--- src/hdl/fdse_pkg.sv ---
`timescale 1ns / 1ps

package fdse_pkg;

    localparam int DATA_W          = 32;
    localparam int CNT_W           = $clog2(DATA_W);
    localparam int STACK_DEPTH_DEF = 64;

    typedef enum logic [3:0] {
        K_LIT     = 4'd0,
        K_ADD     = 4'd1,
        K_SUB     = 4'd2,
        K_MUL     = 4'd3,
        K_DIV     = 4'd4,
        K_PRINT   = 4'd5,
        K_DUMP    = 4'd6,
        K_DUP     = 4'd7,
        K_DROP    = 4'd8,
        K_SWAP    = 4'd9,
        K_OVER    = 4'd10,
        K_ROT     = 4'd11,
        K_UNKNOWN = 4'd12
    } t_kind;

    typedef enum logic [2:0] {
        ST_OK        = 3'd0,
        ST_OVERFLOW  = 3'd1,
        ST_UNDERFLOW = 3'd2,
        ST_DIV_ZERO  = 3'd3,
        ST_UNKNOWN   = 3'd4
    } t_status;

    // HOLD keeps, POP takes the deeper neighbor, PUSH takes the shallower one
    typedef enum logic [1:0] {
        CELL_HOLD,
        CELL_POP,
        CELL_PUSH,
        CELL_LOAD
    } t_cell_op;

    typedef struct packed {
        t_cell_op            op;
        logic [DATA_W-1:0]   data;
    } t_cell_ctrl;

    typedef enum logic [1:0] {
        S_IDLE,
        S_EXEC,
        S_DIV,
        S_DUMP
    } t_state;

endpackage

--- src/hdl/fdse_cell.sv ---
`timescale 1ns / 1ps

module fdse_cell (
    input  logic                       i_clk,
    input  fdse_pkg::t_cell_ctrl       i_ctrl,
    input  logic [fdse_pkg::DATA_W-1:0] i_deeper,
    input  logic [fdse_pkg::DATA_W-1:0] i_shallower,
    output logic [fdse_pkg::DATA_W-1:0] o_data
);
    import fdse_pkg::*;

    logic [DATA_W-1:0] r_data;
    logic [DATA_W-1:0] n_data;

    always_comb begin
        case (i_ctrl.op)
            CELL_POP:  n_data = i_deeper;
            CELL_PUSH: n_data = i_shallower;
            CELL_LOAD: n_data = i_ctrl.data;
            default:   n_data = r_data;
        endcase
    end

    always_ff @(posedge i_clk) begin
        r_data <= n_data;
    end

    assign o_data = r_data;

endmodule

--- config.mk ---
export PLATFORM = sky130hd
export DESIGN_NAME = fdse_cell
export DESIGN_NICKNAME = d
export VERILOG_FILES = /design/src/hdl/fdse_pkg.sv /design/src/hdl/fdse_cell.sv
export SDC_FILE = /design/constraint.sdc
export NUM_CORES = 1
export LEC_CHECK = 0
export ABC_CLOCK_PERIOD_IN_PS = 1400
export BUFFER_PORTS_ARGS = -buffer_cell sky130_fd_sc_hd__buf_2
export CAP_MARGIN = 20
export CORE_UTILIZATION = 36
export DETAILED_ROUTE_END_ITERATION = 10
export PLACE_DENSITY = 0.75
export SYNTH_ARGS = -nofsm -noshare
export SYNTH_HDL_FRONTEND = slang
export SYNTH_SLANG_ARGS = --single-unit
--- constraint.sdc ---
create_clock -name i_clk -period 1.4 [get_ports i_clk]
set_input_delay 0.28 -clock i_clk [delete_from_list [all_inputs] [get_ports i_clk]]
set_output_delay 0.28 -clock i_clk [all_outputs]
set_load 0.005 [all_outputs]
# == Word-level counts from Yosys, hierarchy flattened ==
# Cells that the tools add are included.
# totals
register_bits,32
in_bits,99
out_inout_bits,32
elab_cells,6
# op_classes
n_eq_ne,3
muxes,1
reduce_logical,1
# ops
operator,n
case mux 32 bit (3 select lines),1
"== test 2 bit, second input constant",2
nonzero test 3 bit,1
"== test 2 x 1 -> 1 bit, second input constant",1

# == Longest topological paths before layout ==
# Gate-level depths: netlist of run 1.
# logic_depth
ltp_word,2
depth_mapped,4
depth_no_buf,2

# == Least setup slack after synthesis of run 1 ==
# No wires, ideal clock.
# synth_timing
path_kind,input to register
from,in i_ctrl[32] in the netlist's numbering
to,"reg r_data[0], in the netlist o_data[0] (enable)"
setup_ps,330
arrival_ps,1066
t_required_ps,1070
path_slack_ps,5
stages,3
n_path_buf,2
cell_sequence,buf_6 > buf_12 > or2_2
# synth_between
elab_chain_cells,2
elab_cells_between_ends,4
classes_between,eq/ne: 3; reduce/logical: 1
# synth_rtl
item,line,source
from (decl),fdse_cell.sv:5,"input fdse_pkg::t_cell_ctrl i_ctrl,"
== test 2 bit or == test 2 x 1 -> 1 bit (tied branches),fdse_cell.sv:16,case (i_ctrl.op)
nonzero test 3 bit (no line) *,n/a,
to (signal assigned),fdse_cell.sv:25,r_data <= n_data;
to (decl),fdse_cell.sv:12,logic [DATA_W-1:0] r_data;
# Mark *: on every way between the ends. The rest lies on a longest branch, timed or not.
# A chain may end at the register's enable or synchronous reset.

# == Worst setup path in the final report of run 1 ==
# layout_timing
from,"reg r_data[12], in the netlist o_data[12]"
to,out o_data[12] in the netlist's numbering
# layout_rtl
item,line,source
to (decl),fdse_cell.sv:8,output logic [fdse_pkg::DATA_W-1:0] o_data
# No word-level cell between the ends.

==> impl_metrics.json, run 1 <==
{
  "status": "complete, no violations",
  "viasPerCell": 4.70,
  "max_stage_delay_ps": 370,
  "clk_pin_slew_ps": 70,
  "grt-ovfl-total": 0,
  "postRouteAntennaNets": 0,
  "die_w_um": 70.2,
  "most-common-layout-cells": "buf_2 (130), mux2i_1 (32), nor2_1 (32), a21oi_1 (32), edfxtp_1 (32)",
  "antenna_found_initial": 0,
  "design_area_um2": 2440,
  "p_per_area_nw_per_um2": 955,
  "diodes": 0,
  "fill_cells": 416,
  "vias": 1528,
  "dpl.cell_count": 317,
  "cts_tree": "yes",
  "critPathCaptureType": "output port",
  "yosysWarnings": 0,
  "ys_types": 10,
  "synthTopCellsByArea": "edfxtp_1 (57%), mux2i_1 (19%), a21oi_1 (9.6%)",
  "wl_mm": 3.93,
  "clock_path_buffers": 2,
  "synth_seq_cells": 32,
  "synth_nets": 239,
  "hold_violations": 0,
  "synth.yosys.seq_area_share_pct": 57.4,
  "io_pins": 131,
  "grt_pass1_vias": 1421,
  "ir_worst_vdd_uv": 550,
  "largest_reg_flops": 32,
  "cp.arrival_ps": 780,
  "root_buffer": "clkbuf_8",
  "crit_chain": "buf_2",
  "synthCells": 140,
  "drv_slew": 0,
  "fin_crit_sh_pct": 76.0,
  "max-cap-violations": 0,
  "post_cts_resized": 0,
  "hold_buffers": 0,
  "dr.pass1.iters": 4,
  "routabilityCongestion": 0.667,
  "leakage_nw": 1.21,
  "synth_top_area_share_pct": 57.4,
  "cts_num_sinks": 32,
  "routedWlPerCell_um": 12.1,
  "areaGrowthSynthToFinish_pct": 45.6,
  "final-instance-count-excl-fill": 325,
  "core.rowCount": 24,
  "placed_area_um2": 2350,
  "final_common_cell": "buf_2",
  "final.setup.tns_ps": 0,
  "dieArea_um2": 4920,
  "cp.required_ps": 1120,
  "post-cts-setup-buffers": 0,
  "place_ws_ps": 168,
  "h-tree-depth": 2,
  "crit_family": "flip-flops",
  "critPathLaunchType": "flop",
  "grt_max_degree": 35,
  "drtIter0Drc": 58,
  "synth.avg_cell_area_um2": 11.9,
  "path_class": "reg2out",
  "syn_area_um2": 1670,
  "startpoint": "o_data[12]",
  "synth_top_area_cell": "edfxtp_1",
  "start_util_pct": 37.9,
  "path_max_fanout": 1,
  "setup_ws_ps": 337,
  "route.detailed.drc": 0,
  "dp_hpwl_mm": 3.10,
  "drive_gt1_share_pct": 52.7,
  "worstHoldStart": "i_deeper[12]",
  "io_buffer_count": 130,
  "grt.total_usage_pct": 16.6,
  "coreArea_um2": 4410,
  "final.min_clock_period_ps": 1060,
  "die_h_um": 70.2,
  "fmax_ghz": 0.940,
  "layout.nets": 371,
  "slew_headroom_pct": 78.6,
  "cts_made_buffers": 5,
  "grt_pass1_wl_mm": 6.18,
  "setup_violations": 0,
  "tightest_slew_ps": 321,
  "slowest_stage": "edfxtp_1",
  "crit_buf_inv": 1,
  "rsz0062_at_grt": "no",
  "hold_path.class": "in2reg"
}
## report_power, final
part	total, W	leakage (nW)	internal [W]	switching [W]
Combinational	0.000473	0.843	0.000259	0.000214
Sequential	0.00121	0.322	0.00119	0.0000250
Clock	0.000643	0.0453	0.000336	0.000307
Total	0.00233	1.21	0.00178	0.000546
## Yosys cell counts
library cell and instances:
buf_4 1, clkbuf_1 3, or2_2 1, mux2i_1 32, buf_12 3, buf_6 1
nor2_1 32, edfxtp_1 32, buf_2 3, a21oi_1 32
## layer usage
metal	up-vias	track usage, %	wire length, µm
met5	-	0	0
met3	6	6.64	340
met1	673	18.1	1590
met4	0	4.89	43
li1	771	-	-
met2	78	29.5	1950
## final cells by class
| class | count | area, µm² | share of cell area, % |
|---|---|---|---|
| Clock buffer | 5 | 68.8 | 2.82 |
| Clock inverter | 3 | 13.8 | 0.565 |
| Multi-Input combinational cell | 97 | 607 | 24.9 |
| Sequential cell | 32 | 961 | 39.4 |
| Tap cell | 52 | 65.1 | 2.67 |
| Timing Repair Buffer | 136 | 721 | 29.6 |
## final timing paths
kind / end / slack (ps) / cells after the start
max: o_data[12] / 340 / 1
min: o_data[12] / 320 / 3
## stage by stage
| step | total power (W) | utilization [%] | hold slack, ps |
|---|---|---|---|
| floorplan | 0.00144 | - | 510 |
| detailed placement | 0.00171 | 53.3 | 605 |
| global route | 0.00246 | 55.2 | 319 |
| finish | 0.00233 | 55.2 | 324 |
| CTS | 0.00236 | 55.2 | 316 |
| global placement | 0.00170 | 53.3 | 597 |
## cell families (layout without fill, tap and decap cells)
family	count (synthesis)	in the layout	synth area share, %
simple gates	33	33	7.55
compound gates	32	32	9.57
mux	32	32	19.1
flops	32	32	57.4
buf+inv	11	144	6.28
No activity file was read; power rests on OpenSTA's default activity.
==> inputs of run 2 (changes only) <==
- ABC_CLOCK_PERIOD_IN_PS: 1400 -> 1000
- CORE_UTILIZATION: 36 -> 39
- PLACE_DENSITY: 0.75 -> 0.77
- clock period: 1.4 -> 1 ns (I/O delays scaled with it)
==> run 2 against run 1 <==
  * Flip-flop and latch count unchanged
  * Sequential share of layout area increased by 0.29 points
  * Design area decreased by 0.72%
  * Clock power increased by 44%
  * Setup slack got worse by 320 ps
  * First-iteration DRC count increased by 31%
  * Global-route usage increased by 0.91 points
  * Non-clock buffer count decreased by 2
  * Count of clock-buffer cells in the layout increased by 2
  * Final cell count decreased by 1.2%
  * Via count increased by 1.1%
  * Critical path depth unchanged
==> impl_metrics.json, run 2 (synthesis gave the netlist of run 1 again) <==
{
  "leakage_nw": 1.20,
  "setup_violations": 0,
  "fmax_ghz": 1.01,
  "drive_gt1_share_pct": 51.7,
  "crit_chain": "buf_2",
  "p_per_area_nw_per_um2": 1350,
  "cp.arrival_ps": 790,
  "status": "complete, no violations",
  "root_buffer": "clkbuf_8",
  "drv_slew": 0,
  "coreArea_um2": 4060,
  "diodes": 0,
  "critPathLaunchType": "flop",
  "postRouteAntennaNets": 0,
  "die_h_um": 67.5,
  "wl_mm": 3.84,
  "grt_pass1_vias": 1409,
  "routedWlPerCell_um": 12.0,
  "tightest_slew_ps": 440,
  "clk_pin_slew_ps": 60,
  "route.detailed.drc": 0,
  "crit_cells": 1,
  "dp_hpwl_mm": 2.98,
  "layout.nets": 369,
  "max-cap-violations": 0,
  "cts_num_sinks": 32,
  "fin_crit_sh_pct": 98.6,
  "rsz0062_at_grt": "yes",
  "core.rowCount": 23,
  "io_pins": 131,
  "final_util_pct": 59.6,
  "drtIter0Drc": 76,
  "crit_family": "flip-flops",
  "hold-path-cell-count": 3,
  "most-common-layout-cells": "buf_2 (130), mux2i_1 (32), nor2_1 (32), a21oi_1 (32), edfxtp_1 (32)",
  "hold_path.class": "in2reg",
  "max_stage_delay_ps": 380,
  "path_class": "reg2out",
  "ir_worst_vdd_uv": 793,
  "grt-ovfl-total": 0,
  "clock_path_buffers": 2,
  "cp.required_ps": 800,
  "antenna_found_initial": 0,
  "hold_slack_ps": 244,
  "hold_violations": 0,
  "viasPerCell": 4.81,
  "io_buffer_count": 130,
  "post_cts_resized": 0,
  "vias": 1545,
  "grt_pass1_wl_mm": 5.73,
  "grt.total_usage_pct": 17.5,
  "crit_buf_inv": 1,
  "slowest_stage": "edfxtp_1",
  "largest_reg_flops": 32,
  "areaGrowthSynthToFinish_pct": 44.6,
  "final.min_clock_period_ps": 986,
  "dr.pass1.iters": 4,
  "routabilityCongestion": 0.781,
  "slew_headroom_pct": 70.6,
  "cts_made_buffers": 5,
  "grt_max_degree": 34,
  "die_w_um": 67.5,
  "start_util_pct": 41.2,
  "critPathCaptureType": "output port",
  "cts_tree": "yes",
  "final_common_cell": "buf_2",
  "h-tree-depth": 2,
  "path_max_fanout": 1,
  "dieArea_um2": 4560
}
-- run 2: repair_timing --
action | 4_1_cts | 5_1_grt
hold buffers | 0 | 0
endpoints found under the setup margin | 3 | 19
pin swaps | 0 | 0
setup buffers | 0 | 0
-- run 2: final cells by class --
class / instances / area (µm²)
Timing Repair Buffer: 134 / 706
Tap cell: 50 / 62.6
Clock inverter: 1 / 3.75
Clock buffer: 7 / 76.3
Sequential cell: 32 / 961
Multi-Input combinational cell: 97 / 609
Fill cell: 368 / 1640
-- run 2: path summary, 6_finish.rpt --
| path | startpoint | to | slack, ps |
|---|---|---|---|
| setup / recovery | o_data[6] | o_data[6] | 10 |
| hold / removal | i_deeper[1] | o_data[1] | 240 |
-- run 2: report_power, final --
part | switching, W | internal, W
sequential | 0.0000360 | 0.00166
clock | 0.000441 | 0.000484
combinational | 0.000295 | 0.000359
total | 0.000772 | 0.00250
-- run 2: metrics by stage --
stage                     setup TNS, ps  instances  instance area [µm²]  setup slack (ps)  total power [W]
after global routing               -170        321                 2420             -29.8          0.00346
after detailed placement          -7900        313                 2340              -160          0.00239
after floorplan                   -3170        140                 1680             -99.2          0.00203
after CTS                         -10.7        321                 2420             -6.00          0.00332
after global placement            -6180        313                 2340              -125          0.00237
final                                 0        321                 2420              14.3          0.00328
-- run 2: routing by layer --
layer | part of all wire, % | vias up | global-route usage [%]
li1 | - | 772 | -
met1 | 38 | 694 | 16.9
met2 | 52 | 74 | 32.4
met3 | 8.4 | 5 | 5.24
met4 | 1.4 | 0 | 10.1
met5 | 0 | - | 0
