File: src/hdl/fdse_pkg.sv
`timescale 1ns / 1ps

package fdse_pkg;

    localparam int DATA_W          = 32;
    localparam int CNT_W           = $clog2(DATA_W);
    localparam int STACK_DEPTH_DEF = 64;

    typedef enum logic [3:0] {
        K_LIT     = 4'd0,
        K_ADD     = 4'd1,
        K_SUB     = 4'd2,
        K_MUL     = 4'd3,
        K_DIV     = 4'd4,
        K_PRINT   = 4'd5,
        K_DUMP    = 4'd6,
        K_DUP     = 4'd7,
        K_DROP    = 4'd8,
        K_SWAP    = 4'd9,
        K_OVER    = 4'd10,
        K_ROT     = 4'd11,
        K_UNKNOWN = 4'd12
    } t_kind;

    typedef enum logic [2:0] {
        ST_OK        = 3'd0,
        ST_OVERFLOW  = 3'd1,
        ST_UNDERFLOW = 3'd2,
        ST_DIV_ZERO  = 3'd3,
        ST_UNKNOWN   = 3'd4
    } t_status;

    // HOLD keeps, POP takes the deeper neighbor, PUSH takes the shallower one
    typedef enum logic [1:0] {
        CELL_HOLD,
        CELL_POP,
        CELL_PUSH,
        CELL_LOAD
    } t_cell_op;

    typedef struct packed {
        t_cell_op            op;
        logic [DATA_W-1:0]   data;
    } t_cell_ctrl;

    typedef enum logic [1:0] {
        S_IDLE,
        S_EXEC,
        S_DIV,
        S_DUMP
    } t_state;

endpackage

File: src/hdl/fdse_div.sv
`timescale 1ns / 1ps

module fdse_div (
    input  logic                        i_clk,
    input  logic                        i_rst_n,
    input  logic                        i_start,
    input  logic [fdse_pkg::DATA_W-1:0] i_dividend,
    input  logic [fdse_pkg::DATA_W-1:0] i_divisor,
    output logic                        o_done,
    output logic [fdse_pkg::DATA_W-1:0] o_quot
);
    import fdse_pkg::*;

    logic              r_busy, n_busy;
    logic              r_done, n_done;
    logic [CNT_W-1:0]  r_cnt,  n_cnt;
    logic              r_neg,  n_neg;
    logic [DATA_W-1:0] r_quo,  n_quo;
    logic [DATA_W-1:0] r_rem,  n_rem;
    logic [DATA_W-1:0] r_dvs,  n_dvs;
    logic [DATA_W:0]   w_sh;
    logic [DATA_W:0]   w_diff;

    assign w_sh   = {r_rem, r_quo[DATA_W-1]};
    assign w_diff = w_sh - {1'b0, r_dvs};

    always_comb begin
        n_busy = r_busy;
        n_done = 1'b0;
        n_cnt  = r_cnt;
        n_neg  = r_neg;
        n_quo  = r_quo;
        n_rem  = r_rem;
        n_dvs  = r_dvs;
        if (i_start) begin
            n_busy = 1'b1;
            n_cnt  = '0;
            n_neg  = i_dividend[DATA_W-1] ^ i_divisor[DATA_W-1];
            n_quo  = i_dividend[DATA_W-1] ? -i_dividend : i_dividend;
            n_dvs  = i_divisor[DATA_W-1] ? -i_divisor : i_divisor;
            n_rem  = '0;
        end else if (r_busy) begin
            if (!w_diff[DATA_W]) begin
                n_rem = w_diff[DATA_W-1:0];
                n_quo = {r_quo[DATA_W-2:0], 1'b1};
            end else begin
                n_rem = w_sh[DATA_W-1:0];
                n_quo = {r_quo[DATA_W-2:0], 1'b0};
            end
            n_cnt = r_cnt + 1'b1;
            if (r_cnt == CNT_W'(DATA_W - 1)) begin
                n_busy = 1'b0;
                n_done = 1'b1;
            end
        end
    end

    always_ff @(posedge i_clk) begin
        if (!i_rst_n) begin
            r_busy <= 1'b0;
            r_done <= 1'b0;
            r_cnt  <= '0;
        end else begin
            r_busy <= n_busy;
            r_done <= n_done;
            r_cnt  <= n_cnt;
        end
        r_neg <= n_neg;
        r_quo <= n_quo;
        r_rem <= n_rem;
        r_dvs <= n_dvs;
    end

    assign o_done = r_done;
    assign o_quot = r_neg ? -r_quo : r_quo;

endmodule

File: config.mk
export PLATFORM = sky130hd
export DESIGN_NAME = fdse_div
export DESIGN_NICKNAME = d
export VERILOG_FILES = /design/src/hdl/fdse_pkg.sv /design/src/hdl/fdse_div.sv
export SDC_FILE = /design/constraint.sdc
export NUM_CORES = 1
export LEC_CHECK = 0
export BUFFER_PORTS_ARGS = -buffer_cell sky130_fd_sc_hd__buf_2
export CORE_MARGIN = 2
export CORE_UTILIZATION = 25
export CTS_BUF_LIST = sky130_fd_sc_hd__clkbuf_2 sky130_fd_sc_hd__clkbuf_4 sky130_fd_sc_hd__clkbuf_8
export DETAILED_ROUTE_END_ITERATION = 6
export PLACE_DENSITY = 0.45
export SKIP_LAST_GASP = 1
export SLEW_MARGIN = 20
export SYNTH_ARGS = -nofsm -noshare
export SYNTH_HDL_FRONTEND = slang
export SYNTH_SLANG_ARGS = --single-unit
File: constraint.sdc
create_clock -name i_clk -period 3.05 [get_ports i_clk]
set_input_delay 0.305 -clock i_clk [delete_from_list [all_inputs] [get_ports i_clk]]
set_output_delay 0.305 -clock i_clk [all_outputs]
set_load 0.03 [all_outputs]
Word-level counts from Yosys, hierarchy flattened:

Cells that the tools add are included.

* logic and storage cells: 31
* register bits: 104
* bits of input ports: 67
* output and inout bits: 33

* reduce and logical (&&, ||, !) cells: 3
* bitwise gates (word level): 3
* eq/ne operators: 1
* mux-type cells: 11
* add/sub/neg operators: 5

Operator list (number)
* $mux 32: 5
* $neg 32->32: 3
* $sub 33x32->33: 1
* $mux 31: 1
* $add 5x1->5 const B: 1
* $eq 5x5->1 const B: 1
* $mux 1: 5
* $reduce_or 3->1: 1
* $not 1->1: 2
* $reduce_bool 2->1: 1
* $reduce_or 2->1: 1
* $xor 1x1->1: 1

Depth between registers and ports, before layout:

Gate-level depths: netlist (run 1).

* word-level depth: 4
* gate-level depth with buffers: 14
* mapped depth without buffers: 12

Worst setup path before layout (run 1):

No wires, ideal clock.

* path type: input to register
* from: input i_divisor[0] (netlist bit)
* to: register r_dvs[29], data pin
* slack: -0.292 ns
* required time: 2.792 ns
* path buffers: 0
* cell stages on the path: 9
* setup time: 0.258 ns
* data arrival time: 3.084 ns
* cell sequence: or3_4 or4_4 or2_4 or3_4 or3_1 or4_4 or2_4 o31ai_4 xnor2_1

* longest elaborated chain between the ends: 2

RTL lines
* start, declared: line fdse_div.sv:8 `input logic [fdse_pkg::DATA_W-1:0] i_divisor,`
* $neg 32->32: line fdse_div.sv:40 `n_dvs = i_divisor[DATA_W-1] ? -i_divisor : i_divisor;`
* $mux 31: line fdse_div.sv:40
* end signal, assigned: line fdse_div.sv:71 `r_dvs <= n_dvs;`
* end, declared: line fdse_div.sv:20 `logic [DATA_W-1:0] r_dvs, n_dvs;`

No other way between the ends.
A chain may end at the register's enable or synchronous reset.

Worst setup path after layout (run 1):

* from: register r_quo[1]
* to: output o_quot[31] (netlist bit)

* longest elaborated chain between the ends: 2

RTL lines
* start, declared: line fdse_div.sv:18 `logic [DATA_W-1:0] r_quo, n_quo;`
* start signal, assigned: line fdse_div.sv:69 `r_quo <= n_quo;`
* $neg 32->32: line fdse_div.sv:75 `assign o_quot = r_neg ? -r_quo : r_quo;`
* $mux 32: line fdse_div.sv:75
* end, declared: line fdse_div.sv:10 `output logic [fdse_pkg::DATA_W-1:0] o_quot`

No other way between the ends.

==> results_dict.tcl, run 1 <==
set metrics [dict create \
    status "finished with violations" \
    violations "negative setup slack" \
    tightestPinTransition_ns 1.19 \
    synth.distinct_cells 64 \
    place_congestion 0.803 \
    hold_violations 0 \
    setup_slack_ns -0.679 \
    wl_um 23100 \
    yosysTopAreaCell "edfxtp_1" \
    ant_nets 0 \
    grt_antenna_before_repair 0 \
    cap_violations 0 \
    drt_first_iter_violations 297 \
    finalPower_mw 4.30 \
    syn-cell-area_um2 7850 \
    p_per_area_nw_per_um2 397 \
    cp.arrival_ns 3.42 \
    synth_area_leaders "edfxtp_1 25%, dfxtp_1 9.9%, xnor2_1 8.3%, ha_1 5.9%, nand2_1 4.5%" \
    multi_input_area_um2 5420 \
    final_nets 1230 \
    grt_overflow 0 \
    cts_made_buffers 9 \
    ys_seq_area_share_pct 34.8 \
    avgSynthCellArea_um2 8.62 \
    track_usage_pct 13.9 \
    die_w_um 181 \
    maxSlewViolCount 0 \
    crit_type "reg2out" \
    tns_ns -5.34 \
    synth_seq_cells 104 \
    min_period_ns 3.73 \
    fin_area_um2 10800 \
    async_flop_share_pct 0 \
    cts_max_level 3 \
    wire_per_inst_um 15.1 \
    cp_max_fo 5 \
    min_period_over_period_pct 122 \
    drc 0 \
    fillers 3207 \
    synth_warnings 0 \
    clock_latency_ns 0.40 \
    fmaxAchievable_ghz 0.268 \
    cts_hold_buf 0 \
    die_h_um 181 \
    cts_tree "done" \
    clk_pin_slew_worst_paths_ns 0.12 \
    rsz0062_at_grt "yes" \
    post-route-util_pct 35.3 \
    synthCells 910 \
    synth_ff_type "edfxtp_1" \
    grt_max_degree 108 \
    startpoint_type "register" \
    synth_edf_count 65 \
    grt_pass1_vias 7034 \
    cts.sinks 104 \
    critPathRequiredTime_ns 2.74 \
    post_drt_via_cell_ratio 4.76 \
    maxSlewHeadroom_pct 20.8 \
    num_vias 7270 \
    die_area_um2 32800 \
    root_buffer "clkbuf_8" \
    fp-row-count 64 \
    ir_worst_vdd_mv 0.208 \
    initial_core_util_pct 25.5 \
    numPortBuffers 99 \
    cts_max_path_buffers 2 \
    num_io_pins 100 \
    synth_top_area_share_pct 24.9 \
    drive_above_1_share_pct 33.4 \
    hold_ws_ns 0.131 \
    skew_ns 0.0256 \
    coreArea_um2 30700 \
    syn_nets 1015 \
    placed_area_um2 9840 \
    ff_latch_area_um2 2730 \
    end_kind "output pin" \
    syn_to_final_growth_pct 38.2 \
    worstHoldPathType "in2reg" \
    grt_pass1_wl_um 36700 \
    firstDrtPassIters 5 \
    leakage_nw 4.42 \
    hpwl_um 16900 \
    setup-violations-final 15 \
]
[layout by cell type, fill, tap and decap left out, types with 38 or more instances in the layout]
cell type,count
xor2_1,39
edfxtp_1,65
xnor2_1,69
nor2_1,80
inv_1,48
a21oi_1,52
o21ai_0,41
nand2_1,88
dfxtp_1,38
buf_2,79
buf_4,145
[Yosys cell counts (15+ instances only)]
library cell  number
a21o_1            19
a21oi_1           58
a311oi_1          16
clkbuf_1          37
dfxtp_1           39
edfxtp_1          65
ha_1              37
inv_1             51
mux2i_1           15
nand2_1           95
nand2b_1          17
nor2_1            81
o21ai_0           56
o31ai_1           25
or3_1             16
or4_1             17
xnor2_1           74
xor2_1            39
[cell families (layout without fill, tap and decap cells)]
| group | after synthesis | after routing | share of synthesized area [%] |
|---|---|---|---|
| buffers and inverters | 92 | 312 | 4.45 |
| muxes | 16 | 16 | 2.06 |
| DFF | 104 | 104 | 34.8 |
| adders and majority gates | 38 | 38 | 6.15 |
| and+or+nand+nor | 317 | 317 | 20.7 |
| AOI/OAI and AO/OA | 230 | 230 | 19.2 |
| other | 0 | 1 | 0 |
| xor gates and xnor gates | 113 | 113 | 12.6 |
[state kept, by name, summed over array words and instances, names as in the netlist]
| name | cells |
|---|---|
| r_dvs | 32 |
| o_done | 1 |
| r_cnt | 5 |
| r_rem | 32 |
| r_neg | 1 |
| r_quo | 32 |
| r_busy | 1 |
[per-layer routing]
layer  global-route usage [%]  share of wire (%)
met3                     2.20                3.9
met2                     22.5                 45
met5                        0                  0
met1                     19.4                 50
met4                     2.73               0.95
[timing repair]
action	CTS	global route
buffers inserted	9	9
gates cloned	1	0
pin swaps	18	53
gates resized for setup	65	81
setup endpoints to repair	53	57
[area by class of cell]
| type | count | area share [%] |
|---|---|---|
| clock inverter | 7 | 0.923 |
| clock buffer | 9 | 1.14 |
| multi-input combinational | 714 | 50.0 |
| sequential | 104 | 25.2 |
| inverter | 51 | 1.76 |
| tap | 396 | 4.57 |
| antenna | 1 | 0.0231 |
| timing repair buffer | 245 | 16.4 |
[worst paths after layout]
check,depth (start not counted),end,startpoint,slack [ns]
min reg2reg,2,r_rem[26],r_rem[26],0.48
max,11,o_quot[31],r_quo[1],-0.68
min,2,r_busy,i_rst_n,0.13
max reg2reg,12,r_rem[1],r_dvs[0],0.02
[power by group]
| group | internal (mW) | total (mW) | switching (mW) |
|---|---|---|---|
| clock | 0.406 | 1.00 | 0.594 |
| combinational | 0.675 | 1.56 | 0.884 |
| sequential | 1.64 | 1.74 | 0.107 |
[worst max-delay path, stage by stage (launching register included)]
cell	delay (ns)
edfxtp_1	0.41
buf_4	0.16
nor3_4	0.17
nand2_1	0.08
or3_4	0.33
or4_4	0.46
or2_4	0.29
or3_4	0.37
nand2b_4	0.19
o31ai_4	0.27
xnor2_2	0.15
buf_6	0.15
[stage by stage]
step / cells / worst slack, ns
finish: 1527 / -0.679
global route: 1526 / -0.830
CTS: 1518 / -0.721
detailed placement: 1492 / -0.467
global placement: 1492 / -0.466
floorplan: 910 / -0.272
No activity file was read; power rests on OpenSTA's default activity.
==> inputs of run 2 (changes only) <==
--- a/config.mk
+++ b/config.mk
@@ -10,7 +10,7 @@
 export CORE_UTILIZATION = 25
 export CTS_BUF_LIST = sky130_fd_sc_hd__clkbuf_2 sky130_fd_sc_hd__clkbuf_4 sky130_fd_sc_hd__clkbuf_8
 export DETAILED_ROUTE_END_ITERATION = 6
-export PLACE_DENSITY = 0.45
+export PLACE_DENSITY = 0.44
 export SKIP_LAST_GASP = 1
 export SLEW_MARGIN = 20
 export SYNTH_ARGS = -nofsm -noshare
==> constraint.sdc (replaced) <==
create_clock -name i_clk -period 4.2 [get_ports i_clk]
set_input_delay 0.42 -clock i_clk [delete_from_list [all_inputs] [get_ports i_clk]]
set_output_delay 0.42 -clock i_clk [all_outputs]
set_load 0.03 [all_outputs]
==> run 2 against run 1 <==
The flow now finishes without violations. Sequential share of layout area increased by 5.1 points. Final area shrank 17%. Total power shrank 35%.
==> results_dict.tcl, run 2 (synthesis gave the netlist of run 1 again) <==
set metrics [dict create \
    hold_violations 0 \
    critPathRequiredTime_ns 3.78 \
    worstHoldPathType "in2reg" \
    leakage_nw 3.52 \
    fp-row-count 64 \
    end_kind "output pin" \
    cp_max_fo 5 \
    firstDrtPassIters 7 \
    coreArea_um2 30700 \
    rsz0062_at_grt "yes" \
    startpoint_type "register" \
    maxSlewViolCount 0 \
    setup-violations-final 0 \
    cap_violations 0 \
    fin_area_um2 9010 \
    drt_first_iter_violations 377 \
    syn_to_final_growth_pct 14.9 \
    wire_per_inst_um 15.0 \
    die_area_um2 32800 \
    ir_worst_vdd_mv 0.149 \
    drive_above_1_share_pct 16.1 \
    p_per_area_nw_per_um2 310 \
    drc 0 \
    die_w_um 181 \
    ant_nets 0 \
    finalPower_mw 2.79 \
    root_buffer "clkbuf_8" \
    multi_input_area_um2 4790 \
    track_usage_pct 12.7 \
    clock_latency_ns 0.40 \
    wl_um 20900 \
    place_congestion 0.850 \
    reg.largest.list "r_dvs: 32 flops, r_quo: 32 flops, r_rem: 32 flops" \
    cts_made_buffers 9 \
    min_period_over_period_pct 95.9 \
    tns_ns 0 \
    num_io_pins 100 \
    post_drt_via_cell_ratio 4.84 \
    fmaxAchievable_ghz 0.248 \
    maxSlewHeadroom_pct 30.5 \
    clk_pin_slew_worst_paths_ns 0.12 \
    cts_max_level 3 \
    status "completed" \
    crit_type "reg2out" \
    tightestPinTransition_ns 1.04 \
    placed_area_um2 8780 \
    num_vias 6731 \
    numPortBuffers 99 \
    skew_ns 0.0223 \
    min_period_ns 4.03 \
    final_nets 1096 \
    initial_core_util_pct 25.5 \
    grt_pass1_vias 6408 \
    fillers 3353 \
    cts.sinks 104 \
    cts_hold_buf 0 \
    grt_pass1_wl_um 33900 \
    n_antenna_cell 0 \
    final_cell_mix "95 x nand2_1, 95 x buf_2, 81 x nor2_1" \
    hpwl_um 15700 \
    cts_tree "done" \
    ff_latch_area_um2 2730 \
    grt_max_degree 68 \
    grt_overflow 0 \
    cts_max_path_buffers 2 \
    cp.arrival_ns 3.61 \
    die_h_um 181 \
    grt_antenna_before_repair 0 \
    post-route-util_pct 29.3 \
]
-- run 2: cell types whose count changed in the layout (fill, tap and decap cells not counted), moves of 6 or more --
| cell | before | now |
|---|---|---|
| a21oi_1 | 52 | 58 |
| a311oi_1 | 9 | 16 |
| a311oi_2 | 7 | 0 |
| buf_2 | 79 | 95 |
| buf_4 | 145 | 12 |
| buf_6 | 15 | 0 |
| nand2_1 | 88 | 95 |
| nand2_2 | 7 | 0 |
| o21ai_0 | 41 | 54 |
| o21ai_1 | 6 | 0 |
| o31ai_1 | 17 | 24 |
-- run 2: worst max-delay path, stage by stage, from the launching register on --
cell and delay (ns):
edfxtp_1 0.44, nor3_2 0.24, nand2_1 0.09, or3_1 0.36, or4_1 0.47, or2_2 0.36
or3_1 0.38, nand2b_1 0.21, o31ai_1 0.27, xnor2_1 0.17, buf_2 0.23
-- run 2: per-layer routing --
metal	vias up	share of wire, %	GRT usage, %
met5	-	0	0
met4	0	0.72	2.80
met3	11	4.3	2.18
met2	150	43	19.5
met1	3108	52	18.5
li1	3462	-	-
-- run 2: stage by stage --
| stage | std cells | hold slack (ns) | worst slack (ns) |
|---|---|---|---|
| 6_report | 1392 | 0.230 | 0.174 |
| 5_1_grt | 1392 | 0.209 | -0.0327 |
| 4_1_cts | 1390 | 0.200 | 0.0280 |
| 3_5_place_dp | 1374 | 0.482 | 0.429 |
| 3_3_place_gp | 1374 | 0.480 | 0.390 |
| 2_1_floorplan | 910 | 0.453 | 0.743 |
-- run 2: final cells by class --
class / count / share of cell area, %
multi-input cells: 714 / 53.2
clock buffers: 9 / 1.37
inverters: 51 / 2.12
well taps: 396 / 5.50
repair buffers: 111 / 6.89
clock inverters: 7 / 0.597
flip-flops and latches: 104 / 30.3
-- run 2: path summary, 6_finish.rpt --
check	start	slack (ns)	end	cells after the start
setup reg to reg	r_dvs[0]	0.65	r_rem[0]	12
setup / recovery	r_quo[1]	0.17	o_quot[29]	10
hold reg to reg	r_rem[5]	0.48	r_rem[6]	2
hold / removal	i_divisor[0]	0.23	r_dvs[0]	1
-- run 2: repair_timing --
item,in CTS,in global routing
cloned,0,0
pin swaps,0,1
resized for setup,2,10
buffers inserted,0,2
endpoints found under the setup margin,2,4
-- run 2: report_power, final --
part	switching, mW	total [mW]	internal (mW)
registers	0.0809	1.27	1.19
logic	0.555	0.892	0.337
clock network	0.405	0.629	0.224
total	1.04	2.79	1.75
==> inputs of run 3 (changes only) <==
--- a/config.mk
+++ b/config.mk
@@ -7,10 +7,10 @@
 export LEC_CHECK = 0
 export BUFFER_PORTS_ARGS = -buffer_cell sky130_fd_sc_hd__buf_2
 export CORE_MARGIN = 2
-export CORE_UTILIZATION = 25
+export CORE_UTILIZATION = 30
 export CTS_BUF_LIST = sky130_fd_sc_hd__clkbuf_2 sky130_fd_sc_hd__clkbuf_4 sky130_fd_sc_hd__clkbuf_8
 export DETAILED_ROUTE_END_ITERATION = 6
-export PLACE_DENSITY = 0.44
+export PLACE_DENSITY = 0.5
 export SKIP_LAST_GASP = 1
 export SLEW_MARGIN = 20
 export SYNTH_ARGS = -nofsm -noshare
==> run 3 against run 2 <==
Combinational power down 1%. Die area is 16% lower. Register-to-register slack lost 0.06 ns. Sequential power is essentially flat. Clock skew is 0.0037 ns lower. First-iteration DRC count rose by 28%. Total power rose by 2.9%. Sequential cell count stayed put. Largest power group unchanged.
==> results_dict.tcl, run 3 (synthesis gave the netlist of run 1 again) <==
set metrics [dict create \
    initial_core_util_pct 30.4 \
    startpoint_type "register" \
    drive_above_1_share_pct 15.6 \
    coreArea_um2 25800 \
    wire_per_inst_um 15.0 \
    setup_slack_ns 0.193 \
    grt_pass1_vias 6260 \
    drc 0 \
    num_vias 6700 \
    min_period_over_period_pct 95.4 \
    final_cell_mix "95 x nand2_1, 95 x buf_2, 81 x nor2_1" \
    post_drt_via_cell_ratio 5.04 \
    grt_antenna_before_repair 0 \
    die_w_um 166 \
    post-route-util_pct 34.6 \
    cts_made_buffers 9 \
    numPortBuffers 99 \
    fillers 2715 \
    wl_um 20000 \
    rsz0062_at_grt "yes" \
    clock_latency_ns 0.38 \
    tns_ns 0 \
    fin_area_um2 8940 \
    grt_pass1_wl_um 32700 \
    p_per_area_nw_per_um2 321 \
    maxSlewViolCount 0 \
    cts.sinks 104 \
    clk_pin_slew_worst_paths_ns 0.11 \
    place_congestion 0.895 \
    min_period_ns 4.01 \
    track_usage_pct 14.4 \
    grt_overflow 0 \
    cts_max_level 3 \
    reg2reg_slack_ns 0.59 \
    fin_cells 1330 \
    hold_ws_ns 0.250 \
    end_kind "output pin" \
    root_buffer "clkbuf_8" \
    final_nets 1095 \
    maxSlewHeadroom_pct 35.1 \
    die_h_um 166 \
    reg2reg_from "r_quo[31]" \
    hpwl_um 15000 \
    hold_violations 0 \
    leakage_nw 3.52 \
    fmaxAchievable_ghz 0.250 \
    syn_to_final_growth_pct 14.0 \
    worstHoldPathType "in2reg" \
    finalPower_mw 2.87 \
    pre_cts_ws_ns 0.407 \
    status "completed" \
    cts_max_path_buffers 2 \
    ant_nets 0 \
    cp.arrival_ns 3.59 \
    r2r_cells 14 \
    setup-violations-final 0 \
    reg2reg_to "r_rem[0]" \
    fp-row-count 59 \
    hold_depth 1 \
    num_io_pins 100 \
    min_to "r_dvs[0]" \
    skew_ns 0.0186 \
    tightestPinTransition_ns 0.973 \
    hp-start "i_divisor[0]" \
    crit_type "reg2out" \
    critPathRequiredTime_ns 3.78 \
    cp_max_fo 4 \
    n_antenna_cell 0 \
    grt_max_degree 69 \
    placed_area_um2 8700 \
    cts_tree "done" \
    drt_first_iter_violations 481 \
    cap_violations 0 \
    firstDrtPassIters 5 \
    placed_cells 1313 \
    ir_worst_vdd_mv 0.146 \
    die_area_um2 27500 \
    reg.largest.list "r_dvs: 32 flops, r_quo: 32 flops, r_rem: 32 flops" \
]
==> run 3: changes by cell type in the layout (fill, tap and decap cells not counted), moves of 2 or more <==
| cell | delta |
|---|---|
| bufinv_16 | +2 |
| o21ai_1 | +2 |
| o21ai_2 | -2 |
| or4_1 | +3 |
| or4_4 | -3 |
==> run 3: routing by layer <==
layer  up-vias  GRT usage [%]  share of wire, %
met5         -              0                 0
met4         0           3.40              0.90
met3        10           2.22               4.8
met2       173           21.3                41
met1      3039           21.9                53
li1       3478              -                 -
==> run 3: final cells by class <==
class / count / area (µm²) / share of cell area [%]
Timing Repair Buffer: 110 / 601 / 6.72
Inverter: 51 / 191 / 2.14
Sequential cell: 104 / 2730 / 30.6
Multi-Input combinational cell: 714 / 4780 / 53.4
Clock buffer: 10 / 131 / 1.47
Clock inverter: 6 / 90.1 / 1.01
Tap cell: 335 / 419 / 4.69
==> run 3: what timing repair did <==
item / CTS / global route
hold buffers: 0 / 0
setup endpoints to repair: 0 / 4
setup buffers: 0 / 1
resized for setup: 0 / 9
==> run 3: power breakdown <==
group	total [mW]	internal, mW	switching, mW
clock network	0.720	0.346	0.373
logic	0.882	0.335	0.547
registers	1.27	1.19	0.0823
==> run 3: critical path, cell delays in order, from the launching register on <==
cell and delay, ns:
edfxtp_1 0.45, inv_1 0.08, ha_1 0.15, nand2b_1 0.07, or4_1 0.46, nor2_1 0.11, nand2_1 0.09, or2_1 0.27
or4_1 0.52, or4_1 0.45, o21ai_1 0.16, xnor2_1 0.18, buf_4 0.21
==> run 3: worst max-delay path by stage <==
stage                             start         end  slack (ns)  cells after the start
after global placement    i_dividend[4]   r_quo[30]        0.45                     10
final                          r_quo[0]  o_quot[30]        0.19                     12
after floorplan            i_divisor[0]   r_dvs[29]        0.74                      9
after global routing           r_quo[1]  o_quot[30]       -0.02                     12
after detailed placement  i_dividend[4]   r_quo[27]        0.41                     10
after CTS                      r_quo[0]  o_quot[30]        0.06                     12
